`config.mk`:
```
export PLATFORM = sky130hd
export DESIGN_NAME = fmpc_ram
export DESIGN_NICKNAME = d
export VERILOG_FILES = /design/src/fmpc_ram.sv
export SDC_FILE = /design/constraint.sdc
export NUM_CORES = 1
export LEC_CHECK = 0
export BUFFER_PORTS_ARGS = -buffer_cell sky130_fd_sc_hd__buf_2
export CAP_MARGIN = 20
export CORE_ASPECT_RATIO = 1.5
export CORE_MARGIN = 1
export CORE_UTILIZATION = 27
export DETAILED_ROUTE_END_ITERATION = 8
export PLACE_DENSITY = 0.48
export SYNTH_ARGS = -nofsm -noshare
export SYNTH_HDL_FRONTEND = slang
export SYNTH_SLANG_ARGS = --single-unit
export TNS_END_PERCENT = 1
```
`constraint.sdc`:
```
create_clock -name clk -period 2.5 [get_ports clk]
set_input_delay 0.125 -clock clk [delete_from_list [all_inputs] [get_ports clk]]
set_output_delay 0.125 -clock clk [all_outputs]
set_load 0.01 [all_outputs]
```
`src/fmpc_ram.sv`:
```
`default_nettype none

module fmpc_ram #(
	parameter int WIDTH = 8,
	parameter int DEPTH = 64
) (
	input  wire                     clk,
	input  wire                     we,
	input  wire [$clog2(DEPTH)-1:0] waddr,
	input  wire [WIDTH-1:0]         wdata,
	input  wire                     re,
	input  wire [$clog2(DEPTH)-1:0] raddr,
	output logic [WIDTH-1:0]        rdata
);

	logic [WIDTH-1:0] mem_q [DEPTH];

	always_ff @(posedge clk) begin
		if (we) begin
			mem_q[waddr] <= wdata;
		end
		if (re) begin
			rdata <= mem_q[raddr];
		end
	end

endmodule

`default_nettype wire

```
======== Word level (Yosys, flattened, before mapping) ========
Memories as Yosys holds them, arrays and structs flattened. A register that Yosys moved wholly into a read port is not among the register bits.
Cells that the tools add are included.
operators by class
  multiplexer cells ....................... 2
operator list
  cell              number
  2-to-1 mux 1 bit  2
storage, ports and cells
  output and inout bits ................... 8
  word-level logic and storage cells ...... 3
  bits in writable memories ............... 512
  input port bits ......................... 23
  bits in registers ....................... 0
  memories ................................ 1
memories
  memory  words  bits a word  read ports  clocked after memory_dff  wr ports  line  text
  mem_q   64     8            1           1                         1         16    logic [WIDTH-1:0] mem_q [DEPTH];

======== Logic depth before layout (Yosys ltp) ========
Gate-level depths: netlist of the first run.
  depth after elaboration ................. 2
  gate-level depth with buffers ........... 9
  depth with buffers taken out ............ 5

======== Least setup slack after synthesis of the first run ========
No wires, ideal clock.
  kind .................................... input-to-reg
  start point ............................. in raddr[1]
  end point ............................... reg rdata[3] (read register of mem_q), data pin
  buffers on the path ..................... 3
  setup time .............................. 0.266 ns
  required time ........................... 2.234 ns
  stages on the path ...................... 7
  arrival time ............................ 1.665 ns
  setup slack ............................. 0.569 ns
  cells stage by stage .................... buf_4 > buf_2 > buf_2 > mux4_2 > mux4_2 > o21ai_1 > o41ai_1
RTL lines
  what                line  text
  start: declaration  12    input wire [$clog2(DEPTH)-1:0] raddr,
  end: declaration    13    output logic [WIDTH-1:0] rdata

==> results of run 1 <==
-- placed cells by master (no fill, tap or decap), drive strengths merged, types with 3 or more instances in the layout --
master   count
o2111ai      3
clkinv      17
nand2b       7
a221oi       6
buf        148
mux2i       23
nand3b       3
mux2        13
a211oi       4
nor2b       14
a22oi        3
clkbuf      62
edfxtp     520
nor3         7
o22ai        8
nor2        83
nand3       13
o221ai       8
o2bb2ai      3
nand2       19
a21oi        3
o21ai        4
mux4       126
-- power breakdown --
group	internal (W)	switching, W	total, W
Sequential	0.00967	0.0000203	0.00969
Clock	0.00367	0.00308	0.00675
Combinational	0.000389	0.000599	0.000988
-- Yosys cell counts, drive strengths merged --
cell type	instances
and2	1
o22ai	8
a221oi	6
a2111oi	2
o41ai	2
o2bb2ai	3
or3	1
nand3b	3
mux4	126
edfxtp	520
buf	34
nand2	19
o21ai	4
nand4b	1
clkbuf	17
nor3	7
nand4	2
mux2i	23
mux2	13
a211oi	4
nor4	2
o32ai	2
o221a	2
a22oi	3
o2111ai	3
nor2	83
o221ai	8
a21oi	3
nor2b	14
o311ai	1
nand3	13
a31oi	1
nand2b	7
o21a	2
-- kinds of logic (layout without fill, tap and decap cells) --
kind of cell / Yosys count / in the layout / share of synthesized area (%)
flops: 520 / 520 / 77.1
mux: 162 / 162 / 15.9
compound gates: 54 / 54 / 2.06
buf+inv: 51 / 231 / 1.56
simple gates: 153 / 153 / 3.37
-- final cells by class --
cell class,count,share of cell area (%)
Clock buffer,61,5.35
Clock inverter,20,0.500
Multi-Input combinational cell,369,18.2
Sequential cell,520,65.7
Tap cell,992,5.22
Timing Repair Buffer,150,5.07
-- routing by layer --
layer,vias to the layer above,GRT usage (%)
li1,4219,-
met1,5122,15.3
met2,221,26.7
met3,85,1.81
met4,2,5.44
met5,-,0
-- how the worst max path moves through the flow --
| stage | slack [ps] | from | to |
|---|---|---|---|
| 6_report | 390 | mem_q[37][7]$_DFFE_PP_ | rdata[7]$_DFFE_PP_ |
| 5_1_grt | 380 | mem_q[15][0]$_DFFE_PP_ | rdata[0]$_DFFE_PP_ |
| 2_1_floorplan | 570 | raddr[1] | rdata[3]$_DFFE_PP_ |
| 4_1_cts | 420 | mem_q[0][0]$_DFFE_PP_ | rdata[0]$_DFFE_PP_ |
| 3_3_place_gp | -90 | raddr[0] | rdata[2]$_DFFE_PP_ |
| 3_5_place_dp | -90 | raddr[0] | rdata[2]$_DFFE_PP_ |
-- worst max-delay path, delay by kind of cell, from the launching register on --
kind	cells	cell delay, ps
AND/OR/NAND/NOR	1	100
flip-flops	1	380
AO/OA/AOI/OAI	1	350
multiplexers	2	1030
-- stage by stage --
stage | util [%] | instance area [um^2]
floorplan | - | 20200
global placement | 30.2 | 22400
detailed placement | 30.2 | 22400
CTS | 32.1 | 23800
global route | 32.1 | 23800
finish | 32.1 | 23800
-- sequential cells by signal (all words and copies together) (netlist names) --
register	flops
rdata	8
mem_q	512
==> results summary, run 1 <==
The fraction of layout instances using a drive strength above 1 came out at 31.0%. The number of storage elements in the synthesis netlist is 520. The buffer levels on the longest clock path came out at 3. Setup repair after global routing left no endpoint under its margin. Timing analysis after detailed placement gives a worst setup slack of -89.8 ps. The highest metal layer used by the detailed router is met5.

Port buffering added 30 buffers. The reported max-cap violation count came out at 0. The remaining antenna violation count after routing is 0. The horizontal die dimension came out at 226 um. The startpoint identified for the worst register-to-register timing path is mem_q[37][7]$_DFFE_PP_.

The total die area came out at 0.0761 mm^2. After layout, the minimum clock period comes to 2110 ps. The area used by multi-input combinational logic came out at 0.00432 mm^2.

The number of setup buffers added after CTS came out at 0. The final number of setup-violating endpoints came out at 0. The placed cell count came out at 2030. The starting density of the core came out at 27.3%. The first-pass GRT wire length came out at 75000 um. The number of antenna diodes in the final layout is 0. The final layout contains routed wiring with a total length of 51500 um. For this design, the slowest cell found on the critical path is sky130_fd_sc_hd__mux4_2. Across the VDD grid, the largest voltage drop is 0.435 mV.

The number of rows in the core area is 122. The routed length on met1 came out at 19200 um. The peak fanout along the critical path is 1.

Of the post-synthesis cell area, the dominant cell type holds 77.1%. The signal on the critical path passes through mux4_2, mux4_2, o21ai_0, nand2_1. The number of global-route vias before repair came to 10459. The die height is 337 um. The combined area of all synthesized cells came out at 0.0202 mm^2. The worst clock skew on the final layout came out at 13.0 ps. The beginning of the worst hold path is wdata[0]. The CTS H-tree depth came out at 2. The maximum single-stage delay on the critical path is 520 ps.

The total grt overflow is 0. The final standard cell count with taps included and fillers excluded came out at 2112. The worst hold path terminates at mem_q[30][0]$_DFFE_PP_. Clock-pin slew was measured on the worst setup and hold paths at 70 ps. The post-route DRC violation count is 0.

The total CTS buffers came out at 47. The path class of the tightest hold or removal check is input port to flop. The global placement routability congestion is 0.757. The I/O pin count is 31. Across all setup checks in the final design, the least slack found is 391 ps. The average instance area after synthesis came out at 21.5 um^2. The arrival time reported for the critical path endpoint came out at 2420 ps.

The later pin in the worst-skew pair is clocked with a latency of 580 ps. In the synthesized netlist, the number of instances is 940. The distinct cell type count of the synthesized netlist came out at 39. The detailed router placed 9649 vias in this run.

The met3 wire length came out at 1780 um. Across all register-to-register paths, the minimum setup slack is 390 ps. The root buffer cell is sky130_fd_sc_hd__clkbuf_16. The clock sink count came out at 520. The final total negative setup slack came out at 0 ps. The number of iterations in the first detailed-routing pass is 5.

In this run the critical register-to-register path is captured at rdata[7]$_DFFE_PP_. The count of filler cells inserted in the layout came out at 7018. STA classifies the critical path endpoint as a flop. The TritonCTS clock tree is yes. The path type of the worst setup path is flop to flop. In the final routed layout, each cell accounts on average for 24.4 um. The final worst hold slack is 33.1 ps. In this run the power density over the cells is 733 mW/mm^2. The flip-flop and latch area is 0.0156 mm^2. The leakage power summed over all cells is 7.43 nW. In the post-synthesis netlist, the biggest area contributors are sky130_fd_sc_hd__edfxtp_1 77%, sky130_fd_sc_hd__mux4_2 14%, sky130_fd_sc_hd__nor2_1 1.5%, sky130_fd_sc_hd__mux2i_1 1.1%, sky130_fd_sc_hd__mux2_2 0.72%.

The maximum number of pins on one net before global-route repair is 65. After floorplanning, the core was sized to cover 0.0740 mm^2. The number of DRC markers in iteration 0 came out at 719. The number of cells on the worst reg-to-reg path is 4. Detailed placement finished with a half-perimeter wire length of 35000 um. The overall global routing resource usage came out at 13.9%. The flow ran to the end, and the final reports show no timing, DRC or antenna violations. By instance count, the cell type seen most on the critical path is sky130_fd_sc_hd__mux4_2.

Gates resized during post-CTS repair numbered 0. The hold violation total from the final report came out at 0. After clock tree synthesis, the flow added hold-fix buffers numbering 1.

Summing internal, switching and leakage power gives 0.0174 W. After detailed routing, the number of vias per cell comes to 4.57. The count of nets after finishing came out at 1111. The initial antenna violation count came out at 1. The Yosys step of the flow raised 0 warnings. The relative slew slack came out at 31.9%. The count of cells along the worst hold path came out at 1. STA classifies the critical path startpoint as a flop. Sequential elements use 77.1% of the synthesized area. At the worst endpoint, the required time is 2810 ps.

Timing would allow up to 0.474 GHz. Detailed routing placed a total of 28700 um of wire on met2. At the pin with the least slew margin, the transition time is 1020 ps. The number of pins exceeding their max-slew limit in the final report is 0.

The area growth from synthesis to layout is 17.4%. Dividing the final minimum period by the clock period gives 84.4%. The net count after synthesis came out at 963. The library cell with the largest summed area after synthesis is sky130_fd_sc_hd__edfxtp_1.
Power figures use the tool's default switching activity.
==> run 2, diff against run 1 <==
clock period = 2.17 ns   (was 2.5 ns; I/O delays follow)
==> run 2 against run 1 <==
  * Final cell count grew 1.4%
  * Non-clock buffer count rose by 31
  * Via count is 1.3% higher
  * Critical path type unchanged
  * Largest power group unchanged
  * Highest routed layer unchanged
==> results summary, run 2 (synthesis results as in run 1) <==
The number of buffers inserted by port buffering came to 30 (unchanged). The reported max-cap violation count is 0 (unchanged). The overall global routing resource usage came to 13.6% (-0.31 points). The I/O pin count came out at 31 (unchanged). The first-pass GRT wire length came to 74100 um (-1.2%). The global placement routability congestion came out at 0.811 (+7.1%). The final worst hold slack is 60.2 ps (+27.1 ps). The final total negative setup slack came out at 0 ps (unchanged). The post-route DRC violation count is 0 (unchanged). The number of flip-flops in the largest register is 512 (unchanged). More flip-flops sit in one register than any other, and that register is mem_q.

The worst endpoint required time came out at 2470 ps (-340 ps). The average wire per standard cell is 23.6 um (-3.2%). The launching instance or port of the critical path is mem_q[39][7]$_DFFE_PP_. The clock sink count came out at 520 (unchanged).

The logic gate share of total power is 5.8% (about the same). The power per cell area came out at 853 mW/mm^2 (+16%). The horizontal die dimension came to 226 um (unchanged). The count of nets after finishing is 1141 (+2.7%). The die height is 337 um (unchanged). The maximum number of pins on one net before global-route repair came out at 65 (unchanged). The number of antenna cells inserted came out at 0 (unchanged). The TritonCTS clock tree is yes. The class of the tightest hold or removal check is input port to flop.

The post-layout minimum cycle time is 2080 ps (-30.9 ps). Setup repair after global routing left no endpoint under its margin. The cell sitting at the root of the clock tree is a sky130_fd_sc_hd__clkbuf_16. The cell internal power dissipation is 0.0163 W (+19%). The fraction of layout instances using a drive strength above 1 is 33.7% (+2.7 points). The number of setup buffers added after CTS is 0 (unchanged). The number of vias in the routed layout came out at 9775 (+1.3%).

The relative slew slack came out at 46.3% (+14 points). The switching part of the total power was 20.7% (-0.54 points). The post-route worst setup slack is 91.9 ps (-299 ps). The worst clock skew on the final layout was 15.0 ps (+1.98 ps). The sequential group share of total power is 54.2% (-1.4 points). The routed wire length came out at 50600 um (-1.8%). The origin of the critical flop-to-flop path is mem_q[39][7]$_DFFE_PP_. The leakage power summed over all cells is 7.64 nW (+2.9%).

The number of rows in the core area is 122 (unchanged). The clock share of power is 40.0% (+1.3 points). The worst IR drop on VDD came out at 0.496 mV (+14%). The clock latency at the later pin of the worst-skew pair was 570 ps (about the same). The number of pins exceeding their max-slew limit in the final report came out at 0 (unchanged). The remaining antenna violation count after routing is 0 (unchanged). The peak fanout along the critical path came to 1 (unchanged). The post-synthesis to final-layout area growth is 19.2%. The hold violation total from the final report came out at 0 (unchanged). The number of iterations in the first detailed-routing pass is 5 (unchanged). The beginning of the worst hold path is wdata[3].

The startpoint class of the critical path is a flop. The clock transition at the registers of the reported paths is 60 ps (about the same). The number of DRC markers in iteration 0 came out at 770 (+7.1%). The flow ran to the end, and the final reports show no timing, DRC or antenna violations.

The path type of the worst setup path is flop to flop. The post-DP HPWL is 35100 um (+0.25%). The placed cell count came out at 2061 (+1.5%). The number of global-route vias before repair came out at 10611 (+1.5%). The final standard cell count with taps included and fillers excluded is 2142 (+1.4%). The slew at the pin closest to its max-slew limit is 806 ps (-215 ps). The buffer levels on the longest clock path was 3 (unchanged). The worst setup path is captured at a flop. The total grt overflow is 0 (unchanged). The final period utilization was 95.8% (+11 points). The starting density of the core came to 27.3% (unchanged). The fmax came out at 0.481 GHz (+1.5%). The area of the core is 0.0740 mm^2 (unchanged). The largest registers in the layout are mem_q (512), rdata (8). The arrival time reported for the critical path endpoint came to 2380 ps (-40 ps). The switching power total is 0.00426 W (+15%).

The total CTS buffers is 46 (-2.1%). The via-per-instance ratio is 4.56 (-0.11%). The initial antenna violation count is 1 (unchanged). The final number of setup-violating endpoints is 0 (unchanged). The leading cell type in the layout, fill and taps excluded is sky130_fd_sc_hd__edfxtp_1. The pre-CTS setup slack is -343 ps (-253 ps). The CTS H-tree depth came out at 2 (unchanged).

The total die area is 0.0761 mm^2 (unchanged). In the layout the commonest cells are 520 x sky130_fd_sc_hd__edfxtp_1, 140 x sky130_fd_sc_hd__buf_4, 126 x sky130_fd_sc_hd__mux4_2.
[run 2: changes by cell type in the layout (fill, tap and decap cells not counted), moves of 2 or more]
| cell | delta |
|---|---|
| sky130_fd_sc_hd__clkinv_1 | -5 |
| sky130_fd_sc_hd__nor3_2 | +2 |
| sky130_fd_sc_hd__buf_4 | +30 |
| sky130_fd_sc_hd__clkinv_2 | +2 |
| sky130_fd_sc_hd__bufinv_16 | +4 |
| sky130_fd_sc_hd__nor3_1 | -2 |
[run 2: worst paths after layout]
kind	cells after the start	slack, ps	endpoint
setup / recovery	4	90	rdata[7]$_DFFE_PP_
hold / removal	2	60	mem_q[37][3]$_DFFE_PP_
setup reg to reg	4	90	rdata[7]$_DFFE_PP_
hold reg to reg	3	1000	rdata[6]$_DFFE_PP_
[run 2: metrics by stage]
step | power (W) | instance area [um^2] | utilization (%)
finish | 0.0206 | 24100 | 32.6
global route | 0.0212 | 24100 | 32.6
CTS | 0.0209 | 24100 | 32.6
detailed placement | 0.0126 | 22600 | 30.5
global placement | 0.0126 | 22600 | 30.5
floorplan | 0.0120 | 20200 | -
[run 2: area by class of cell]
cell class              instances  area (um^2)
fillers                      6977        49900
flip-flops and latches        520        15600
multi-input cells             369         4340
repair buffers                181         1450
clock buffers                  60         1270
well taps                     992         1240
clock inverters                20          223
[run 2: routing by layer]
| metal | vias up | wire, um | global-route usage [%] |
|---|---|---|---|
| met5 | - | 17 | 0 |
| met4 | 2 | 1610 | 5.14 |
| met3 | 78 | 1510 | 1.69 |
| met2 | 204 | 28100 | 25.8 |
| met1 | 5213 | 19300 | 15.3 |
| li1 | 4278 | - | - |
[run 2: worst max-delay path: stages, from the launching register on]
cell                       delay, ps
sky130_fd_sc_hd__edfxtp_1        350
sky130_fd_sc_hd__mux4_2          530
sky130_fd_sc_hd__mux4_2          500
sky130_fd_sc_hd__o21ai_0         330
sky130_fd_sc_hd__nand2_1         100
[run 2: power groups by stage]
stage | Clock [W] | Combinational, W | Sequential [W]
after CTS | 0.00847 | 0.00122 | 0.0112
after detailed placement | 0 | 0.00121 | 0.0114
final | 0.00824 | 0.00119 | 0.0112
after global routing | 0.00878 | 0.00127 | 0.0112
after global placement | 0 | 0.00120 | 0.0114
after floorplan | 0 | 0.000593 | 0.0114
[run 2: repair_timing]
action / in CTS / in global routing
hold buffers: 1 / 0
hold endpoints to repair: 8 / 0
setup endpoints to repair: 0 / 4
resized for setup: 0 / 5
==> run 3, diff against run 2 <==
CELL_PAD_IN_SITES_DETAIL_PLACEMENT = 1   (was default)
CELL_PAD_IN_SITES_GLOBAL_PLACEMENT = 1   (was default)
CORE_ASPECT_RATIO = 0.75   (was 1.5)
CORE_UTILIZATION = 50   (was 27)
PLACE_DENSITY = 0.79   (was 0.48)
==> run 3 against run 2 <==
  * Core utilization up 27 points
  * Wire length up 2.1%
  * Power up 0.14%
  * Clock skew down 0.81 ps
==> results summary, run 3 (synthesis results as in run 1) <==
The count of nets after finishing is 1140 (-0.088%). The number of vias in the routed layout came out at 10290 (+5.3%). The number of rows in the core area came out at 63 (-48%). Setup repair after global routing left no endpoint under its margin. The clock latency at the later pin of the worst-skew pair is 590 ps (+20 ps). The count of filler cells inserted in the layout is 3374 (-52%).

TritonCTS built the clock tree. The total CTS buffers is 50 (+8.7%). The post-detailed-placement cell area came out at 0.0220 mm^2 (-2.6%). The number of buffers inserted by port buffering came out at 30 (unchanged). The clock sink count came to 520 (unchanged). In this run the most critical hold path is launched from wdata[0]. The post-layout minimum cycle time is 2110 ps (+29.6 ps). STA classifies the critical path endpoint as a flop. The register with the most flip-flops in the final layout is mem_q. The post-route DRC violation count came out at 0 (unchanged). The fmax is 0.474 GHz (-1.4%).

The area of the core is 0.0397 mm^2 (-46%). The overall global routing resource usage is 26.2% (+13 points). The maximum number of pins on one net before global-route repair is 41 (-37%). The slew at the pin closest to its max-slew limit is 858 ps (+51.8 ps). The relative slew slack came out at 42.8% (-3.5 points).

The leakage power summed over all cells came out at 7.63 nW (-0.13%). The reported max-cap violation count is 0 (unchanged). The most critical setup path has its startpoint at mem_q[3][0]$_DFFE_PP_.

The clock share of power was 40.0% (about the same). The final number of setup-violating endpoints came to 0 (unchanged). The top cell types in the final layout, fill and taps aside, are 520 x sky130_fd_sc_hd__edfxtp_1, 131 x sky130_fd_sc_hd__buf_4, 126 x sky130_fd_sc_hd__mux4_2.

The hold violation total from the final report was 0 (unchanged). The arrival time reported for the critical path endpoint came to 2440 ps (+60 ps). The post-route worst setup slack came out at 62.2 ps (-29.6 ps). The CTS H-tree depth is 2 (unchanged).

The horizontal die dimension is 234 um (+3.9%). The power per cell area is 875 mW/mm^2 (+2.6%). The die height came to 176 um (-48%). The startpoint class of the critical path is a flop. The logic gate share of total power is 5.8% (about the same). The remaining antenna violation count after routing is 0 (unchanged). The I/O pin count came out at 31 (unchanged). The number of iterations in the first detailed-routing pass came out at 5 (unchanged). The via-per-instance ratio is 6.15 (+35%). The global placement routability congestion came out at 0.829 (+2.3%). The clock transition at the registers of the reported paths came out at 60 ps (about the same). The total power came out at 0.0206 W (+0.14%). The final standard cell area without fillers came out at 0.0236 mm^2 (-2.4%). The switching power total is 0.00442 W (+3.7%). The first-pass GRT wire length was 75700 um (+2.3%). The worst clock skew on the final layout came out at 14.2 ps (-0.809 ps). The class of the tightest hold or removal check is input port to flop.

The number of global-route vias before repair is 11148 (+5.1%). The number of DRC markers in iteration 0 is 1161 (+51%). The worst setup path is of the flop to flop kind. The total grt overflow came to 0 (unchanged). The library cell used most frequently in the layout, excluding fill and tap cells, is sky130_fd_sc_hd__edfxtp_1. The flow ran to the end, and the final reports show no timing, DRC or antenna violations. The number of antenna cells inserted came to 0 (unchanged). The final worst hold slack was 52.3 ps (-7.89 ps).

The routed wire length was 51600 um (+2.1%). In this run the critical register-to-register path is launched from mem_q[3][0]$_DFFE_PP_. The sequential group share of total power came out at 54.2% (about the same).

The worst IR drop on VDD came out at 0.709 mV (+43%). The initial antenna violation count is 0 (-1). The final total negative setup slack is 0 ps (unchanged). The number of pins exceeding their max-slew limit in the final report came out at 0 (unchanged). The post-DP HPWL came out at 34400 um (-2.0%). The buffer levels on the longest clock path came out at 3 (unchanged).

The cell internal power dissipation is 0.0162 W (-0.80%). The tree is rooted in a sky130_fd_sc_hd__clkbuf_16. The slack of the worst reg-to-reg path is 60 ps (-30 ps).

The fraction of layout instances using a drive strength above 1 is 33.0% (-0.67 points). The number of flip-flops in the largest register is 512 (unchanged). The peak fanout along the critical path came out at 1 (unchanged). The total die area came out at 0.0413 mm^2 (-46%). The pre-CTS setup slack came out at -181 ps (+163 ps). The final period utilization came out at 97.1% (+1.4 points). The worst endpoint required time is 2500 ps (+30 ps).

The post-synthesis to final-layout area growth is 16.4%. The average wire per standard cell came out at 30.9 um (+31%). The starting density of the core came out at 51.0% (+24 points). The switching part of the total power is 21.4% (+0.75 points). The largest registers in the layout are mem_q (512), rdata (8).
==> run 3: worst paths after layout <==
| path | endpoint | cells after the start |
|---|---|---|
| max | rdata[0]$_DFFE_PP_ | 5 |
| max reg2reg | rdata[0]$_DFFE_PP_ | 5 |
| min reg2reg | rdata[2]$_DFFE_PP_ | 4 |
| min | mem_q[40][0]$_DFFE_PP_ | 1 |
==> run 3: power groups by stage <==
stage / Clock [W] / Combinational [W] / Sequential [W]
2_1_floorplan: 0 / 0.000593 / 0.0114
3_3_place_gp: 0 / 0.00112 / 0.0114
4_1_cts: 0.00838 / 0.00119 / 0.0112
3_5_place_dp: 0 / 0.00118 / 0.0114
6_report: 0.00825 / 0.00119 / 0.0112
5_1_grt: 0.00869 / 0.00126 / 0.0112
==> run 3: area by class of cell <==
class / count / area [um^2] / area share, %
Clock inverter: 27 / 218 / 0.924
Tap cell: 520 / 651 / 2.76
Sequential cell: 520 / 15600 / 66.3
Multi-Input combinational cell: 369 / 4330 / 18.4
Timing Repair Buffer: 176 / 1460 / 6.21
Clock buffer: 60 / 1290 / 5.47
==> run 3: critical path, cell delays in order, from the launching register on <==
cell	delay, ps
sky130_fd_sc_hd__edfxtp_1	380
sky130_fd_sc_hd__mux4_2	520
sky130_fd_sc_hd__mux4_2	480
sky130_fd_sc_hd__nor2_1	240
sky130_fd_sc_hd__nor3_1	90
sky130_fd_sc_hd__o2bb2ai_1	150
==> run 3: metrics by stage <==
stage / utilization [%] / instances
after global placement: 55.5 / 1584
after detailed placement: 55.5 / 1584
after global routing: 59.3 / 1672
after CTS: 59.3 / 1672
final: 59.3 / 1672
after floorplan: - / 940
==> run 3: timing repair <==
action / CTS / global route
setup endpoints to repair: 2 / 1
hold endpoints to repair: 8 / 0
resized for setup: 2 / 1
buffers inserted: 0 / 0
hold buffers: 1 / 0
==> run 3: metal layers <==
| metal | vias up | wire, um | global-route usage, % |
|---|---|---|---|
| li1 | 4281 | - | - |
| met1 | 5507 | 20900 | 35.9 |
| met2 | 419 | 24900 | 41.9 |
| met3 | 83 | 4400 | 6.30 |
| met4 | 0 | 1370 | 7.93 |
| met5 | - | 0 | 0 |
