===== config.mk =====
export PLATFORM = sky130hd
export DESIGN_NAME = fmpc_match
export DESIGN_NICKNAME = d
export VERILOG_FILES = /design/src/fmpc_pkg.sv /design/src/fmpc_match.sv
export SDC_FILE = /design/constraint.sdc
export NUM_CORES = 1
export LEC_CHECK = 0
export BUFFER_PORTS_ARGS = -buffer_cell sky130_fd_sc_hd__buf_2
export CAP_MARGIN = 20
export CORE_AREA = 2 2 84 86
export DETAILED_ROUTE_END_ITERATION = 16
export DIE_AREA = 0 0 86 88
export PLACE_DENSITY_LB_ADDON = 0.3
export SLEW_MARGIN = 5
export SYNTH_ARGS = -nofsm -noshare
export SYNTH_HDL_FRONTEND = slang
export SYNTH_SLANG_ARGS = --single-unit

===== constraint.sdc =====
create_clock -name vclk -period 2.8
set_input_delay 0.14 -clock vclk [all_inputs]
set_output_delay 0.14 -clock vclk [all_outputs]
set_load 0.005 [all_outputs]

===== src/fmpc_pkg.sv =====
`default_nettype none

package fmpc_pkg;

	localparam int MAX_RULES = 64;
	localparam int IDX_W     = $clog2(MAX_RULES);
	localparam int CNT_W     = 7;
	localparam int ADDR_W    = 32;
	localparam int LEN_W     = 6;
	localparam int PROTO_W   = 9;
	localparam int PORT_W    = 16;
	localparam int RPORT_W   = 11;

	localparam logic [LEN_W-1:0]   MAX_PREFIX = LEN_W'(32);
	localparam logic [PROTO_W-1:0] PROTO_ANY  = PROTO_W'(256);
	localparam logic [PROTO_W-1:0] PROTO_TCP  = PROTO_W'(6);
	localparam logic [PROTO_W-1:0] PROTO_UDP  = PROTO_W'(17);
	localparam logic [PORT_W-1:0]  PORT_HIGH  = PORT_W'(1024);
	localparam logic [PORT_W-1:0]  PORT_LAST  = PORT_W'(1023);

	typedef enum logic {
		OP_WRITE = 1'b0,
		OP_CHECK = 1'b1
	} opcode_t;

	typedef enum logic [1:0] {
		ST_IDLE,
		ST_SCAN,
		ST_RESULT
	} state_t;

	// One stored rule; ports fit in 11 bits since writes above 1024 are refused.
	typedef struct packed {
		logic [ADDR_W-1:0]  src_addr;
		logic [LEN_W-1:0]   src_len;
		logic [ADDR_W-1:0]  dst_addr;
		logic [LEN_W-1:0]   dst_len;
		logic [PROTO_W-1:0] proto;
		logic [RPORT_W-1:0] sport;
		logic [RPORT_W-1:0] dport;
		logic [1:0]         ack;
		logic [1:0]         dir;
		logic               action;
	} rule_t;

	typedef struct packed {
		logic [ADDR_W-1:0]  src_addr;
		logic [ADDR_W-1:0]  dst_addr;
		logic [PROTO_W-1:0] proto;
		logic [PORT_W-1:0]  sport;
		logic [PORT_W-1:0]  dport;
		logic               ack;
		logic [1:0]         dir;
	} packet_t;

	typedef struct packed {
		logic             matched;
		logic             verdict;
		logic [IDX_W-1:0] number;
		logic             write_ok;
	} result_t;

	function automatic logic [ADDR_W-1:0] prefix_mask(input logic [LEN_W-1:0] len);
		logic [ADDR_W-1:0] m;
		if (len == '0) begin
			m = '0;
		end else if (len >= MAX_PREFIX) begin
			m = '1;
		end else begin
			m = {ADDR_W{1'b1}} << (MAX_PREFIX - len);
		end
		return m;
	endfunction

endpackage

`default_nettype wire


===== src/fmpc_match.sv =====
`default_nettype none

module fmpc_match import fmpc_pkg::*; (
	input  wire rule_t   rule,
	input  wire packet_t pkt,
	output logic         hit
);

	logic [ADDR_W-1:0] smask;
	logic [ADDR_W-1:0] dmask;
	logic              addr_ok;
	logic              proto_ok;
	logic              sport_ok;
	logic              dport_ok;
	logic              ack_ok;
	logic              l4;

	function automatic logic port_ok(input logic [RPORT_W-1:0] rp,
	                                 input logic [PORT_W-1:0] pp);
		logic [PORT_W-1:0] rpx;
		rpx = PORT_W'(rp);
		return (rpx == '0) || ((rpx == PORT_HIGH) && (pp > PORT_LAST)) || (rpx == pp);
	endfunction

	always_comb begin
		smask    = prefix_mask(rule.src_len);
		dmask    = prefix_mask(rule.dst_len);
		addr_ok  = ((rule.src_addr & smask) == (pkt.src_addr & smask)) &&
		           ((rule.dst_addr & dmask) == (pkt.dst_addr & dmask));
		proto_ok = (rule.proto == PROTO_ANY) || (rule.proto == pkt.proto);
		l4       = (pkt.proto == PROTO_TCP) || (pkt.proto == PROTO_UDP);
		sport_ok = port_ok(rule.sport, pkt.sport);
		dport_ok = port_ok(rule.dport, pkt.dport);
		// ack bit1 allows ACK set, bit0 allows ACK clear
		ack_ok   = pkt.ack ? rule.ack[1] : rule.ack[0];
		hit      = addr_ok && proto_ok && ((rule.dir & pkt.dir) != '0) &&
		           (!l4 || (sport_ok && dport_ok &&
		                    ((pkt.proto != PROTO_TCP) || ack_ok)));
	end

endmodule

`default_nettype wire


Word-level counts from Yosys, hierarchy flattened
Cells that the tools add are included.
- input port bits: 220
- register bits after elaboration: 0
- output and inout bits: 1
- word-level logic and storage cells: 51
- reductions and logical operators: 22
- $lt $le $gt $ge: 4
- add/subtract/negate cells: 2
- eq/ne operators: 11
- muxes and demuxes: 5
- bitwise operators: 5
- shifts and indexed selects: 2
- operators with widths (kind ; number):
    $and 32x32->32 ; 4
    $mux 32 ; 4
    $eq 32x32->1 ; 2
    $shl 32x6->32 const A ; 2
    $eq 11x16->1 ; 2
    $gt 16x10->1 const B ; 2
    $eq 11x11->1 const B ; 2
    $logic_not 11->1 ; 2
    $ge 6x6->1 const B ; 2
    $logic_not 6->1 ; 2
    $sub 6x6->6 const A ; 2
    $eq 9x3->1 const B ; 1
    $eq 9x5->1 const B ; 1
    $eq 9x9->1 ; 1
    $eq 9x9->1 const B ; 1
    $ne 9x3->1 const B ; 1
    $logic_and 1x1->1 ; 8
    $logic_or 1x1->1 ; 8
    $and 2x2->2 ; 1
    $reduce_bool 2->1 ; 1
    $logic_not 1->1 ; 1
    $mux 1 ; 1

Depth between registers and ports, before layout
Gate-level depths: netlist (run 1).
- word-level depth: 10
- gate-level depth with buffers: 10
- mapped depth without buffers: 9

Least setup slack after synthesis (run 1)
Ideal clock, no wire load.
- path type: in2out
- start: input port rule[75] (netlist bit)
- end: output port hit
- arrival: 1.976 ns
- path buffers: 0
- slack: 0.684 ns
- stages: 9
- required time: 2.660 ns
- cells stage by stage: inv_1 -> ha_1 -> xnor2_4 -> nand2_1 -> a221oi_2 -> o32ai_2 -> nor4b_4 -> nand3_2 -> a2111oi_2
- longest elaborated chain between the ends: 10
- elaborated cells between the ends (all ways): 13
- those cells by class: add/sub: 1; order compare: 1; eq/ne: 1; shift: 1; mux: 2; bitwise: 2; reduce/logical: 5
- RTL lines (what ; line ; text):
    from (decl) ; fmpc_match.sv:4 ; input wire rule_t rule,
    $sub 6x6->6 ; fmpc_pkg.sv:70 ; m = {ADDR_W{1'b1}} << (MAX_PREFIX - len);
    $shl 32x6->32 ; fmpc_pkg.sv:70 ;
    $mux 32 ; fmpc_pkg.sv:67 ; end else if (len >= MAX_PREFIX) begin
    $mux 32 * ; fmpc_pkg.sv:65 ; if (len == '0) begin
    $and 32x32->32 ; fmpc_match.sv:28 ; addr_ok = ((rule.src_addr & smask) == (pkt.src_addr & smask)) &&
    $eq 32x32->1 * ; fmpc_match.sv:28 ;
    $logic_and 1x1->1 * ; fmpc_match.sv:28 ;
    $logic_and 1x1->1 * (3 in series) ; fmpc_match.sv:36 ; hit = addr_ok && proto_ok && ((rule.dir & pkt.dir) != '0) &&
    to (decl) ; fmpc_match.sv:6 ; output logic hit
Mark *: on every way between the ends. The rest lies on a longest branch, timed or not.

Worst setup path in the final report (run 1)
- start: input port rule[74] (netlist bit)
- end: output port hit
Same word-level chain as after synthesis.

==> flow_metrics.env, run 1 <==
export IMPL_outcome="complete, no violations"
export IMPL_num_clock_buffers=0
export IMPL_num_io_pins=221
export IMPL_portBuffers=220
export IMPL_die_h_um=88
export IMPL_place_inst=617
export IMPL_syn_avg_cell_area_um2=7.68
export IMPL_hold_viol=0
export IMPL_cp_cell_sequence="buf_2 > inv_1 > ha_2 > xnor2_4 > nand2_1 > a222oi_1 > nand3_1 > a221oi_1 > nand4_1 > a2111oi_4 > buf_2"
export IMPL_crit_fanout=7
export IMPL_worst_path_buf_inv=3
export IMPL_hold_class="primary input to primary output"
export IMPL_worstSetupPathType="primary input to primary output"
export IMPL_worst_slew_pin_slew_ps=485
export IMPL_finalWeightedCongestion=0.892
export IMPL_slew_viol_final=0
export IMPL_ir_worst_vdd_uv=75.2
export IMPL_start_util=0.372
export IMPL_die_w_um=86
export IMPL_grt_pass1_wl_mm=13.6
export IMPL_grt_pass1_vias=3204
export IMPL_drt_total_wl_mm=9.21
export IMPL_drt_pass1_iterations=4
export IMPL_max_freq_ghz=0.381
export IMPL_top_usage_layer="met2"
export IMPL_crit_family="compound AO/OA/AOI/OAI gates"
export IMPL_drtAntennaViolNets=0
export IMPL_antenna_found_initial=0
export IMPL_drt_iter0_drc=138
export IMPL_synthCells=322
export IMPL_crit_slowest_cell="a2111oi_4"
export IMPL_num_rows=30
export IMPL_p_total_w=0.000582
export IMPL_cap_violations=0
export IMPL_nFlopsAndLatches=0
export IMPL_fin_crit_ps=2630
export IMPL_p_leak_nw=1.64
export IMPL_post_cts_buffers=0
export IMPL_core_area_mm2=0.00664
export IMPL_grt_start_max_net_pins=17
export IMPL_diodes=0
export IMPL_area_growth_pct=47.8
export IMPL_cp_slowest_stage_delay_ps=360
export IMPL_startpoint_type="primary input"
export IMPL_synth_nets=550
export IMPL_synth_distinct_cells=71
export IMPL_gr_total_overflow=0
export IMPL_crit_path_end_kind="primary output"
export IMPL_drc=0
export IMPL_whs_ps=763
export IMPL_grt_util_all_layers=0.218
export IMPL_drive_gt1_frac=0.460
export IMPL_drt_vias_per_instance=5.46
export IMPL_via_count=3370
export IMPL_cts_hold_buf=0
export IMPL_register_area_um2=0
export IMPL_yosysWarnings=0
export IMPL_finalCritPeriodShare=0.939
export IMPL_arrival_ps=2490
export IMPL_fp_dieArea_mm2=0.00757
export IMPL_grt_use_met2=0.459
export IMPL_final_util=0.550
export IMPL_p_per_area_mw_per_mm2=159
export IMPL_setup_viol=0
export IMPL_nets=767
export IMPL_instances_no_fill=617
export IMPL_cp_required_ps=2660
export IMPL_use_met1=0.228
export IMPL_place_hpwl_mm=8.27
export IMPL_wl_per_cell_um=14.9
export IMPL_finalSetupTns_ps=0
export IMPL_cts_resized=0
export IMPL_rsz0062_at_grt="false"
export IMPL_ys_seq_area_frac=0
export IMPL_slew_headroom=0.676
export IMPL_grt_util_met3=0.0245
export IMPL_path_common_cell="buf_2"
export IMPL_syn_area_mm2=0.00247
## routing by layer
layer,share of wire,up-vias
met2,0.52,182
met3,0.086,21
met4,0.017,0
li1,-,1650
met5,0,-
met1,0.37,1517
## worst paths after layout
path     start   to  slack, ps  cells after the start
max   rule[74]  hit        170                     11
min   rule[79]  hit        760                      3
## power by group
group | internal, W | switching, W | leakage [nW]
logic | 0.000287 | 0.000295 | 1.64
registers | 0 | 0 | 0
clock network | 0 | 0 | 0
## kinds of logic (layout without fill, tap and decap cells)
family / count (synthesis) / in the layout / share of synthesized area
adder cells (fa/ha/maj): 8 / 8 / 0.0405
XOR/XNOR: 105 / 105 / 0.390
buffers and inverters: 18 / 233 / 0.0440
AND/OR/NAND/NOR: 104 / 104 / 0.262
multiplexers: 3 / 3 / 0.0126
AO/OA/AOI/OAI: 84 / 84 / 0.251
## Yosys cell counts, types with 2 or more instances
cell type  count  area, um2
inv_1         11       41.3
mux2i_1        2       20.0
o21ai_0       10       50.1
xnor2_1       52        455
nand4_1        7       43.8
xor2_1        50        438
a21oi_1       16       80.1
ha_1           8        100
nand3_1        7       35.0
or4_1          5       37.5
a22oi_1        5       37.5
nor4b_1        5       43.8
o21bai_1       2       15.0
o22ai_1        2       12.5
xnor2_4        2       55.1
a2111oi_1      2       20.0
nor3_1         7       35.0
o2bb2ai_1      2       17.5
nor2_1        21       78.8
o31ai_1        6       45.0
or4bb_1        2       22.5
a221oi_1       2       17.5
nand2_1       18       67.6
clkbuf_8       2       27.5
a211oi_1       4       30.0
a41oi_1        2       17.5
nor4_1        15       93.8
nand4b_1       2       17.5
a31oi_1        3       18.8
buf_6          2       22.5
buf_2          2       10.0
o2111ai_1      3       26.3
a222oi_1       2       20.0
o21ai_1        4       20.0
## cells in the final DEF, fill, tap and decap left out, types with 3 or more instances in the layout
cell / n
nand3_1: 7
nor2_1: 21
a31oi_1: 3
o2111ai_1: 3
nor4_1: 15
buf_2: 220
a211oi_1: 4
nand4_1: 7
a22oi_1: 5
o31ai_1: 6
nor4b_1: 4
or4_1: 5
nor3_1: 7
inv_1: 11
o21ai_0: 10
xnor2_1: 52
o21ai_1: 4
xor2_1: 50
nand2_1: 18
ha_1: 6
a21oi_1: 16
## layout make-up
| type | instances | area [um2] |
|---|---|---|
| Inverter | 11 | 41.3 |
| Timing Repair Buffer | 222 | 1120 |
| Multi-Input combinational cell | 304 | 2400 |
| Tap cell | 80 | 100 |
| Fill cell | 655 | 2990 |
## stage by stage
step           setup slack (ps)  area, um2
4_1_cts                    93.0       3620
6_report                    172       3660
3_5_place_dp               99.4       3620
3_3_place_gp                166       3620
5_1_grt                    46.9       3660
2_1_floorplan               684       2470
Note: power is estimated with default switching activity, not from simulation.
==> inputs of run 2 (changes only) <==
--- a/config.mk
+++ b/config.mk
@@ -7,9 +7,8 @@
 export LEC_CHECK = 0
 export BUFFER_PORTS_ARGS = -buffer_cell sky130_fd_sc_hd__buf_2
 export CAP_MARGIN = 20
-export CORE_AREA = 2 2 84 86
+export CORE_UTILIZATION = 35
 export DETAILED_ROUTE_END_ITERATION = 16
-export DIE_AREA = 0 0 86 88
 export PLACE_DENSITY_LB_ADDON = 0.3
 export SLEW_MARGIN = 5
 export SYNTH_ARGS = -nofsm -noshare
==> constraint.sdc (replaced) <==
create_clock -name vclk -period 2.6
set_input_delay 0.13 -clock vclk [all_inputs]
set_output_delay 0.13 -clock vclk [all_outputs]
set_load 0.005 [all_outputs]
==> run 2 against run 1 <==
Effect of this change:
- routed wire length decreased by 1.3%
- via count increased by 0.39%
- combinational power increased by 15%
- total power increased by 15%
==> flow_metrics.env, run 2 (same netlist as run 1, synthesis figures left out) <==
export IMPL_place_hpwl_mm=8.15
export IMPL_gr_total_overflow=0
export IMPL_drt_pass1_iterations=4
export IMPL_grt_start_max_net_pins=16
export IMPL_dpl_worst_slack_ps=42.8
export IMPL_drt_vias_per_instance=5.17
export IMPL_num_io_pins=221
export IMPL_die_h_um=86.1
export IMPL_place_inst=648
export IMPL_instances_no_fill=654
export IMPL_grt_util_all_layers=0.229
export IMPL_antenna_found_initial=0
export IMPL_rsz0062_at_grt="true"
export IMPL_nets=788
export IMPL_slew_viol_final=0
export IMPL_cap_violations=0
export IMPL_p_total_w=0.000668
export IMPL_die_w_um=86.1
export IMPL_max_freq_ghz=0.394
export IMPL_ir_worst_vdd_uv=86.6
export IMPL_finalWeightedCongestion=0.878
export IMPL_start_util=0.364
export IMPL_grt_pass1_wl_mm=13.8
export IMPL_min_from="rule[79]"
export IMPL_place_area_mm2=0.00375
export IMPL_core_area_mm2=0.00679
export IMPL_finalCritPeriodShare=0.975
export IMPL_crit_path_end_kind="primary output"
export IMPL_min_path_cells=3
export IMPL_fp_dieArea_mm2=0.00741
export IMPL_holdPathEnd="hit"
export IMPL_final_cell_mix="buf_2 (219), xnor2_1 (52), xor2_1 (50)"
export IMPL_area_growth_pct=57.4
export IMPL_grt_pass1_vias=3148
export IMPL_arrival_ps=2410
export IMPL_startpoint_type="primary input"
export IMPL_crit_fanout=2
export IMPL_portBuffers=220
export IMPL_drt_iter0_drc=164
export IMPL_p_leak_nw=1.76
export IMPL_fin_ws_ps=64.4
export IMPL_drt_total_wl_mm=9.09
export IMPL_p_per_area_mw_per_mm2=172
export IMPL_wl_per_cell_um=13.9
export IMPL_drc=0
export IMPL_num_rows=30
export IMPL_fin_crit_ps=2540
export IMPL_nFillCells=650
export IMPL_drtAntennaViolNets=0
export IMPL_diodes=0
export IMPL_slew_headroom=0.688
export IMPL_stdcell_area_mm2=0.00389
export IMPL_worstSetupPathType="primary input to primary output"
export IMPL_cts_hold_buf=0
export IMPL_register_area_um2=0
export IMPL_cp_required_ps=2470
export IMPL_layout_commonest_cell="buf_2"
export IMPL_via_count=3383
export IMPL_worst_slew_pin_slew_ps=455
export IMPL_hold_class="primary input to primary output"
export IMPL_nFlopsAndLatches=0
export IMPL_setup_viol=0
export IMPL_drive_gt1_frac=0.493
export IMPL_hold_viol=0
export IMPL_outcome="complete, no violations"
export IMPL_num_clock_buffers=0
run 2: cell types whose count changed in the layout (fill, tap and decap cells not counted), moves of 2 or more:
cell / delta
buf_4: +20
ha_1: +2
a2111oi_1: -2
a2111oi_2: +2
buf_6: +2
run 2: layout make-up:
class / count / area, um2 / area share
inverter: 11 / 41.3 / 0.0106
timing repair buffer: 243 / 1280 / 0.330
tap: 96 / 120 / 0.0309
multi-input combinational: 304 / 2450 / 0.629
run 2: worst max-delay path: stages:
cell and delay (ps):
buf_6 90, or4_4 540, nor4_4 290, a41oi_2 160, a2111oi_2 370, buf_4 160
nand4_1 150, a2111oi_4 330, buf_2 190
run 2: power by group:
| part | switching (W) | internal, W |
|---|---|---|
| sequential | 0 | 0 |
| clock | 0 | 0 |
| combinational | 0.000332 | 0.000336 |
| total | 0.000332 | 0.000336 |
run 2: worst max path at each step:
stage               slack, ps  depth (start not counted)      from  endpoint
floorplan                 500                          9  rule[75]       hit
global placement           80                         12  rule[74]       hit
detailed placement         40                         11  rule[74]       hit
CTS                        10                         11  rule[74]       hit
global route              -20                         13  rule[37]       hit
finish                     60                          9   pkt[14]       hit
run 2: per-layer routing:
metal	global-route usage	wire, um
met5	0	0
met4	0.0485	199
met3	0.0192	616
met1	0.254	3520
met2	0.466	4760
run 2: stage by stage:
| step | TNS, ps | hold WS [ps] | utilization |
|---|---|---|---|
| global route | -18.1 | 749 | 0.573 |
| CTS | 0 | 699 | 0.553 |
| finish | 0 | 727 | 0.573 |
| global placement | 0 | 704 | 0.553 |
| detailed placement | 0 | 697 | 0.553 |
| floorplan | 0 | 449 | - |
run 2: what timing repair did:
item	CTS	global route
endpoints found under the setup margin	0	1
hold endpoints to repair	0	0
resized for setup	0	15
setup buffers	0	6
==> inputs of run 3 (changes only) <==
--- a/config.mk
+++ b/config.mk
@@ -7,6 +7,7 @@
 export LEC_CHECK = 0
 export BUFFER_PORTS_ARGS = -buffer_cell sky130_fd_sc_hd__buf_2
 export CAP_MARGIN = 20
+export CORE_ASPECT_RATIO = 0.7
 export CORE_UTILIZATION = 35
 export DETAILED_ROUTE_END_ITERATION = 16
 export PLACE_DENSITY_LB_ADDON = 0.3
==> run 3 against run 2 <==
Effect of this change:
- setup slack gained 40 ps
- via count shrank 0.35%
- global-route usage grew 0.58 points
- design area grew 0.29%
- combinational power grew 2%
- core utilization grew 0.22 points
- die area is essentially flat
- clock-buffer cell count is the same
- cell count shrank 0.61%
- maximum frequency grew 1.6%
- non-clock buffer count shrank 2
- critical endpoint unchanged
- largest power group unchanged
- highest routed layer is now met3
==> flow_metrics.env, run 3 (same netlist as run 1, synthesis figures left out) <==
export IMPL_hold_class="primary input to primary output"
export IMPL_crit_slowest_cell="a2111oi_4"
export IMPL_die_w_um=102
export IMPL_layout_commonest_cell="buf_2"
export IMPL_arrival_ps=2370
export IMPL_setup_viol=0
export IMPL_final_cell_mix="buf_2 (220), xnor2_1 (52), xor2_1 (50)"
export IMPL_drt_total_wl_mm=9.59
export IMPL_min_from="rule[79]"
export IMPL_cp_cell_sequence="buf_2 > inv_2 > ha_4 > buf_4 > xnor2_4 > buf_6 > a21oi_1 > o21ai_1 > o211ai_1 > a311oi_2 > a31oi_2 > a2111oi_4 > buf_2"
export IMPL_worstSetupPathType="primary input to primary output"
export IMPL_grt_start_max_net_pins=16
export IMPL_startpoint_type="primary input"
export IMPL_grt_pass1_vias=3057
export IMPL_finalCritPeriodShare=0.960
export IMPL_portBuffers=220
export IMPL_diodes=0
export IMPL_drive_gt1_frac=0.504
export IMPL_nets=786
export IMPL_via_count=3371
export IMPL_drt_pass1_iterations=6
export IMPL_wl_met2_mm=4.72
export IMPL_wl_per_cell_um=14.8
export IMPL_hold_viol=0
export IMPL_p_leak_nw=1.74
export IMPL_slew_viol_final=0
export IMPL_ir_worst_vdd_uv=66.9
export IMPL_grt_pass1_wl_mm=14.1
export IMPL_antenna_found_initial=1
export IMPL_crit_path_end_kind="primary output"
export IMPL_die_h_um=72.3
export IMPL_drt_vias_per_instance=5.19
export IMPL_core_area_mm2=0.00679
export IMPL_path_common_cell="buf_2"
export IMPL_drc=0
export IMPL_start_util=0.364
export IMPL_drt_iter0_drc=203
export IMPL_holdPathEnd="hit"
export IMPL_area_growth_pct=57.8
export IMPL_drtAntennaViolNets=0
export IMPL_cp_required_ps=2470
export IMPL_fp_dieArea_mm2=0.00741
export IMPL_place_hpwl_mm=8.49
export IMPL_dr_wl_met3_um=821
export IMPL_max_freq_ghz=0.401
export IMPL_num_rows=25
export IMPL_outcome="complete, no violations"
export IMPL_finalWeightedCongestion=0.909
export IMPL_num_io_pins=221
export IMPL_routed_top_layer="met3"
export IMPL_gr_total_overflow=0
export IMPL_min_path_cells=3
export IMPL_register_area_um2=0
export IMPL_final_util=0.575
export IMPL_num_clock_buffers=0
export IMPL_cp_slowest_stage_delay_ps=370
export IMPL_grt_util_all_layers=0.235
export IMPL_p_per_area_mw_per_mm2=174
export IMPL_slew_headroom=0.627
export IMPL_p_total_w=0.000681
export IMPL_cap_violations=0
export IMPL_nFlopsAndLatches=0
export IMPL_fin_crit_ps=2500
export IMPL_worst_slew_pin_slew_ps=558
export IMPL_crit_fanout=5
export IMPL_cts_hold_buf=0
export IMPL_wl_met1_mm=4.05
[run 3: cell types whose count changed in the layout (fill, tap and decap cells not counted), sizes merged]
cell and change:
buf -2
[run 3: what timing repair did]
action / in CTS / in global routing
pin swaps: 0 / 10
gates cloned: 0 / 0
endpoints found under the setup margin: 1 / 1
buffers inserted: 0 / 3
gates resized for setup: 1 / 23
[run 3: routing by layer]
metal	global-route usage	vias to the layer above
li1	-	1687
met5	0	-
met4	0.00635	0
met3	0.0241	0
met2	0.439	164
met1	0.305	1520
[run 3: area by class of cell]
cell class | count | area (um2)
Fill cell | 661 | 2880
Inverter | 11 | 41.3
Timing Repair Buffer | 241 | 1270
Tap cell | 94 | 118
Multi-Input combinational cell | 304 | 2480
[run 3: worst max path at each step]
stage	start	endpoint
after floorplan	rule[75]	hit
after global placement	rule[74]	hit
after detailed placement	rule[74]	hit
after CTS	rule[74]	hit
after global routing	rule[37]	hit
final	rule[37]	hit
[run 3: worst max-delay path, delay by kind of cell]
| family | cells | cell delay (ps) |
|---|---|---|
| AOI/OAI and AO/OA | 6 | 1110 |
| buffers and inverters | 5 | 680 |
| xor gates and xnor gates | 1 | 270 |
| adders and majority gates | 1 | 170 |
[run 3: where the power goes]
| part | switching [W] | internal (W) | total, W |
|---|---|---|---|
| Sequential | 0 | 0 | 0 |
| Clock | 0 | 0 | 0 |
| Combinational | 0.000337 | 0.000343 | 0.000681 |
| Total | 0.000337 | 0.000343 | 0.000681 |
[run 3: metrics by stage]
stage | TNS, ps | setup WS (ps) | area [um2] | hold slack (ps) | std cells
global route | -36.2 | -36.2 | 3900 | 742 | 650
detailed placement | -14.9 | -14.9 | 3760 | 701 | 647
CTS | 0 | 19.8 | 3770 | 701 | 647
global placement | 0 | 46.9 | 3760 | 701 | 647
floorplan | 0 | 504 | 2470 | 449 | 322
finish | 0 | 104 | 3900 | 725 | 650
